## config.mk

```make
export PLATFORM = sky130hd
export DESIGN_NAME = circular_deque
export DESIGN_NICKNAME = d
export VERILOG_FILES = /design/src/cdq_pkg.sv /design/src/cdq_cell.sv /design/src/circular_deque.sv
export SDC_FILE = /design/constraint.sdc
export NUM_CORES = 1
export LEC_CHECK = 0
export BUFFER_PORTS_ARGS = -buffer_cell sky130_fd_sc_hd__buf_2
export CAP_MARGIN = 20
export CORE_ASPECT_RATIO = 2
export CORE_MARGIN = 2
export CORE_UTILIZATION = 55
export DETAILED_ROUTE_END_ITERATION = 8
export GPL_TIMING_DRIVEN = 1
export PLACE_DENSITY_LB_ADDON = 0.25
export SLEW_MARGIN = 5
export SYNTH_ARGS = -nofsm -noshare
export SYNTH_HDL_FRONTEND = slang
export SYNTH_HIERARCHICAL = 1
export SYNTH_SLANG_ARGS = --single-unit
```

## constraint.sdc

```tcl
create_clock -name i_clk -period 3.3 [get_ports i_clk]
set_input_delay 0.33 -clock i_clk [delete_from_list [all_inputs] [get_ports i_clk]]
set_output_delay 0.33 -clock i_clk [all_outputs]
set_load 0.01 [all_outputs]
```

## src/cdq_pkg.sv

```systemverilog
package cdq_pkg;

    localparam int DATA_W      = 32;
    localparam int DEPTH_DEF   = 8;
    localparam int ACTION_W    = 2;
    localparam int STATUS_W    = 2;

    typedef enum logic [ACTION_W-1:0] {
        ACT_PUSH_FRONT = 2'd0,
        ACT_PUSH_REAR  = 2'd1,
        ACT_POP_FRONT  = 2'd2,
        ACT_POP_REAR   = 2'd3
    } t_action;

    typedef enum logic [STATUS_W-1:0] {
        ST_OK        = 2'd0,
        ST_OVERFLOW  = 2'd1,
        ST_UNDERFLOW = 2'd2
    } t_status;

    // one-hot operation broadcast to every cell, only for granted transactions
    typedef struct packed {
        logic push_front;
        logic push_rear;
        logic pop_front;
        logic pop_rear;
    } t_cell_ctrl;

endpackage

```

## src/cdq_cell.sv

```systemverilog
module cdq_cell (
    input  logic                                i_clk,
    input  logic                                i_rst_n,
    input  cdq_pkg::t_cell_ctrl                 i_ctrl,
    input  logic signed [cdq_pkg::DATA_W-1:0]   i_push_value,
    input  logic signed [cdq_pkg::DATA_W-1:0]   i_left_value,
    input  logic                                i_left_valid,
    input  logic signed [cdq_pkg::DATA_W-1:0]   i_right_value,
    input  logic                                i_right_valid,
    output logic signed [cdq_pkg::DATA_W-1:0]   o_value,
    output logic                                o_valid,
    output logic signed [cdq_pkg::DATA_W-1:0]   o_rear_tap
);

    logic signed [cdq_pkg::DATA_W-1:0] r_value;
    logic signed [cdq_pkg::DATA_W-1:0] n_value;
    logic                              r_valid;
    logic                              n_valid;
    logic                              w_is_rear;
    logic                              w_first_empty;

    assign w_is_rear     = r_valid && !i_right_valid;
    assign w_first_empty = !r_valid && i_left_valid;

    always_comb begin
        n_value = r_value;
        n_valid = r_valid;
        priority if (i_ctrl.push_front) begin
            // whole row shifts toward the rear
            n_value = i_left_value;
            n_valid = i_left_valid;
        end else if (i_ctrl.push_rear) begin
            if (w_first_empty) begin
                n_value = i_push_value;
                n_valid = 1'b1;
            end
        end else if (i_ctrl.pop_front) begin
            n_value = i_right_value;
            n_valid = i_right_valid;
        end else if (i_ctrl.pop_rear) begin
            if (w_is_rear) begin
                n_valid = 1'b0;
            end
        end else begin
            n_value = r_value;
        end
    end

    always_ff @(posedge i_clk) begin
        if (!i_rst_n) begin
            r_valid <= 1'b0;
        end else begin
            r_valid <= n_valid;
        end
    end

    always_ff @(posedge i_clk) begin
        r_value <= n_value;
    end

    assign o_value    = r_value;
    assign o_valid    = r_valid;
    assign o_rear_tap = w_is_rear ? r_value : '0;

endmodule

```

## src/circular_deque.sv

```systemverilog
// the result strobe o_done is registered and comes in the cycle after start is taken
// throughput: one transaction per cycle, busy stays low; every cell updates
// in the same cycle, and the rear value is an and-or over the row of cells
// reset: synchronous active low, clears occupancy, cell valid bits and the
// result strobe; stored element data is not cleared
// the receiver cannot stall, each result is shown for exactly one cycle
module circular_deque #(
    parameter int DEPTH = cdq_pkg::DEPTH_DEF
) (
    input  logic                                       i_clk,
    input  logic                                       i_rst_n,
    input  logic                                       start,
    output logic                                       busy,
    input  logic [cdq_pkg::ACTION_W-1:0]               i_action,
    input  logic signed [cdq_pkg::DATA_W-1:0]          i_value,
    output logic                                       o_done,
    output logic signed [cdq_pkg::DATA_W-1:0]          o_data,
    output logic [cdq_pkg::STATUS_W-1:0]               o_status,
    output logic [$clog2(DEPTH+1)-1:0]                 o_occupancy
);

    localparam int CW = $clog2(DEPTH + 1);
    localparam logic [CW-1:0] FULL_CNT = CW'(DEPTH);

    logic [CW-1:0]                       r_count;
    logic [CW-1:0]                       n_count;
    logic                                r_done;
    logic signed [cdq_pkg::DATA_W-1:0]   r_data;
    logic signed [cdq_pkg::DATA_W-1:0]   n_data;
    cdq_pkg::t_status                    r_status;
    cdq_pkg::t_status                    n_status;
    cdq_pkg::t_cell_ctrl                 w_ctrl;
    cdq_pkg::t_action                    w_action;
    logic                                w_accept;
    logic                                w_full;
    logic                                w_empty;
    logic signed [cdq_pkg::DATA_W-1:0]   w_rear_data;

    logic signed [cdq_pkg::DATA_W-1:0]   w_value [DEPTH];
    logic                                w_valid [DEPTH];
    logic signed [cdq_pkg::DATA_W-1:0]   w_tap   [DEPTH];

    assign busy     = 1'b0;
    assign w_accept = start && !busy;
    assign w_action = cdq_pkg::t_action'(i_action);
    assign w_full   = (r_count == FULL_CNT);
    assign w_empty  = (r_count == '0);

    always_comb begin
        w_rear_data = '0;
        for (int i = 0; i < DEPTH; i++) begin
            w_rear_data = w_rear_data | w_tap[i];
        end
    end

    always_comb begin
        w_ctrl   = '0;
        n_count  = r_count;
        n_data   = '0;
        n_status = cdq_pkg::ST_OK;
        if (w_accept) begin
            unique case (w_action)
                cdq_pkg::ACT_PUSH_FRONT,
                cdq_pkg::ACT_PUSH_REAR: begin
                    if (w_full) begin
                        n_status = cdq_pkg::ST_OVERFLOW;
                    end else begin
                        w_ctrl.push_front = (w_action == cdq_pkg::ACT_PUSH_FRONT);
                        w_ctrl.push_rear  = (w_action == cdq_pkg::ACT_PUSH_REAR);
                        n_count = r_count + CW'(1);
                    end
                end
                cdq_pkg::ACT_POP_FRONT: begin
                    if (w_empty) begin
                        n_status = cdq_pkg::ST_UNDERFLOW;
                    end else begin
                        w_ctrl.pop_front = 1'b1;
                        n_data  = w_value[0];
                        n_count = r_count - CW'(1);
                    end
                end
                cdq_pkg::ACT_POP_REAR: begin
                    if (w_empty) begin
                        n_status = cdq_pkg::ST_UNDERFLOW;
                    end else begin
                        w_ctrl.pop_rear = 1'b1;
                        n_data  = w_rear_data;
                        n_count = r_count - CW'(1);
                    end
                end
                default: begin
                    n_status = cdq_pkg::ST_OK;
                end
            endcase
        end
    end

    genvar g;
    generate
        for (g = 0; g < DEPTH; g++) begin : g_cell
            logic signed [cdq_pkg::DATA_W-1:0] w_lv;
            logic                              w_lok;
            logic signed [cdq_pkg::DATA_W-1:0] w_rv;
            logic                              w_rok;

            // the front end sees the incoming value as an always-valid neighbor
            if (g == 0) begin : g_head
                assign w_lv  = i_value;
                assign w_lok = 1'b1;
            end else begin : g_mid_l
                assign w_lv  = w_value[g-1];
                assign w_lok = w_valid[g-1];
            end

            if (g == DEPTH - 1) begin : g_tail
                assign w_rv  = '0;
                assign w_rok = 1'b0;
            end else begin : g_mid_r
                assign w_rv  = w_value[g+1];
                assign w_rok = w_valid[g+1];
            end

            cdq_cell u_cell (
                .i_clk         (i_clk),
                .i_rst_n       (i_rst_n),
                .i_ctrl        (w_ctrl),
                .i_push_value  (i_value),
                .i_left_value  (w_lv),
                .i_left_valid  (w_lok),
                .i_right_value (w_rv),
                .i_right_valid (w_rok),
                .o_value       (w_value[g]),
                .o_valid       (w_valid[g]),
                .o_rear_tap    (w_tap[g])
            );
        end
    endgenerate

    always_ff @(posedge i_clk) begin
        if (!i_rst_n) begin
            r_count <= '0;
            r_done  <= 1'b0;
        end else begin
            r_count <= n_count;
            r_done  <= w_accept;
        end
    end

    always_ff @(posedge i_clk) begin
        r_data   <= n_data;
        r_status <= n_status;
    end

    assign o_done      = r_done;
    assign o_data      = r_data;
    assign o_status    = r_status;
    assign o_occupancy = r_count;

endmodule

```

==> out/summary.txt <==
Yosys warning total - 6
Logic pwr share - 0.188
post-CTS repair timing setup buffer count - 0
Final period util - 0.881
Die Y - 258 um
crit-path max FO - 37
vias post-DR - 13226
detailed placement HPWL - 27600 um
placed cell area - 0.0184 sq mm
vias in the first global route - 12915
Crit Path Class - register to register
final setup fails - 0
DR iter-0 viols - 1167
NetSw - 2.93 mW
placer congestion estimate - 0.798
max cap viols - 0
final worst slack - 0.392 ns
Clk pwr share - 0.335
wirelength, routed - 45800 um
Initial Util - 0.555
die span in x - 131 um
most frequent cells in the layout - 289 x nand2_1, 259 x and2_1, 258 x mux2i_1, 256 x edfxtp_1, 240 x o21ai_1
CP required - 3.60 ns
commonest non-fill, non-tap cell in the layout - nand2_1
final cell count without fillers - 2228
worst path arrival time - 3.20 ns
dpl ws - 0.447 ns
Cells after Synth - 1721
pins over their slew limit - 0
# fillers - 2668
Layout area overhead - 9.37%
Finished Cell Area - 0.0194 sq mm
clk root buf - clkbuf_16
Vias/cell - 5.94
# H-tree levels - 1
Avg WL per Cell - 20.6 um
Fin Hold WS - 0.121 ns
Flop pwr share - 0.477
Hold Vio Cnt, Final - 0
CTS tree - built
setup TNS after final layout - 0 ns
flops & latches, synth - 303
I/O pins - 77
worst hold-check path type - input pin to register
Pre-antenna DRT Iters - 5
synthesized area - 0.0177 sq mm
sw frac - 0.286
Clk Latency, worst-skew pair - 0.57 ns
Global Route Usage Sum - 0.272
CTS Buf Count - 28
initial antenna violation count - 7
global-route wire length before repair - 71800 um
Design Power - 10.3 mW
register area share after synthesis - 0.486
VDD IR max - 0.000386 V
CP endpoint kind - register
# hold bufs at CTS - 0
core footprint - 0.0320 sq mm
Multi-input gate area - 0.00833 sq mm
Synth cell types - 42
port bufs - 75
Mapped Avg Cell Area - 10.3 sq um
fmax - 0.344 GHz
internal power - 7.33 mW
Clock Sinks - 303
cell total after placement - 2171
status - finished, final reports clean
sequential standard cell area - 0.00863 sq mm
power per cell area - 529 mW/mm^2
post-detailed-route count of antenna-violating nets - 0
Site Rows - 93
max_slew headroom - 0.177
gr ovfl total - 0
post-cts sizing count - 0
CTS Buffer Depth - 3
DRC viols - 0
P_leak - 6.69 nW
nets@finish - 1815
die area - 0.0338 sq mm
pin count of the biggest net entering global routing - 124
share of post-route cells with drive strength above 1 - 0.107
Critical Path Start Type - register
clock skew - 0.0127 ns
clock-pin slew on the worst setup and hold paths - 0.07 ns
fin util - 0.606
Slew @ Worst Pin - 1.23 ns
RSZ-0062 raised after global routing - false
Final min period - 2.91 ns
[area by class of cell]
cell class              count  area share
multi-input cells        1310       0.429
clock inverters            14     0.00767
diodes                      4    0.000516
clock buffers              38      0.0417
inverters                  17     0.00329
well taps                 427      0.0275
flip-flops and latches    303       0.445
repair buffers            115      0.0453
[critical path, stage by stage, from the launching register on]
cell and delay [ns]:
dfxtp_1 0.47, nor3_1 0.16, nand2_1 0.12, and4b_4 0.60, buf_4 0.32, buf_4 0.54
mux2i_1 0.29, o21ai_1 0.09
[per-layer routing]
layer / share of wire / track usage / vias to the layer above
li1: - / - / 6205
met1: 0.39 / 0.349 / 6469
met2: 0.52 / 0.467 / 442
met3: 0.051 / 0.0261 / 106
met4: 0.037 / 0.110 / 4
met5: 0.00035 / 0 / -
[kinds of logic after synthesis]
| kind of cell | after synthesis | share of synthesized area |
|---|---|---|
| AO/OA/AOI/OAI | 318 | 0.105 |
| flip-flops | 303 | 0.486 |
| multiplexers | 259 | 0.146 |
| other | 2 | 0.000423 |
| adder cells (fa/ha/maj) | 3 | 0.00254 |
| buffers and inverters | 143 | 0.0577 |
| XOR/XNOR | 2 | 0.000987 |
| AND/OR/NAND/NOR | 691 | 0.200 |
[state kept, by name, summed over array words and instances, names as in the netlist]
register and cells:
o_status 2, o_done 1, g_cell.u_cell/o_valid 8, o_occupancy 4
g_cell.u_cell/o_value 256, o_data 32
[synthesized netlist by cell type (all sizes together)]
master,instances,area (sq um)
xor2,1,8.76
o41ai,1,16.3
mux2i,258,2580
nor4,64,400
nand3,1,5.00
a22oi,32,290
and2,259,1620
o2111a,8,90.1
o31ai,1,7.51
and2b,8,60.1
dfxtp,47,941
and4b,1,10.0
nor2,37,139
fa,1,20.0
o221ai,8,120
edfxtp,256,7690
buf,74,736
nor3,9,45.0
and3,1,6.26
o21ai,264,1320
clkbuf,52,225
xnor2,1,8.76
or4,2,18.8
ha,2,25.0
nand2b,9,56.3
a21boi,1,7.51
a21oi,2,10.0
and3b,2,17.5
mux2,1,11.3
nand2,298,1180
inv,17,63.8
conb,2,7.51
a211oi,1,7.51
[path summary, 6_finish.rpt]
| path | cells past startpoint | slack (ns) | end | from |
|---|---|---|---|---|
| setup reg to reg | 7 | 0.39 | g_cell[1].u_cell/o_value[8]$_DFFE_PP_ | o_occupancy[1]$_SDFFE_PN0P_ |
| hold / removal | 2 | 0.12 | g_cell[2].u_cell/o_valid$_SDFFE_PN0P_ | i_rst_n |
| hold reg to reg | 2 | 0.56 | o_data[8]$_SDFF_PN0_ | g_cell[0].u_cell/o_value[8]$_DFFE_PP_ |
| setup / recovery | 7 | 0.39 | g_cell[1].u_cell/o_value[8]$_DFFE_PP_ | o_occupancy[1]$_SDFFE_PN0P_ |
[power groups by stage]
stage | clock network, mW | registers, mW | logic [mW]
global route | 3.63 | 4.94 | 2.10
CTS | 3.50 | 4.89 | 1.92
global placement | 0 | 4.96 | 1.85
detailed placement | 0 | 4.97 | 1.91
floorplan | 0 | 4.90 | 1.34
finish | 3.44 | 4.89 | 1.93
(Power assumes the default switching activity.)
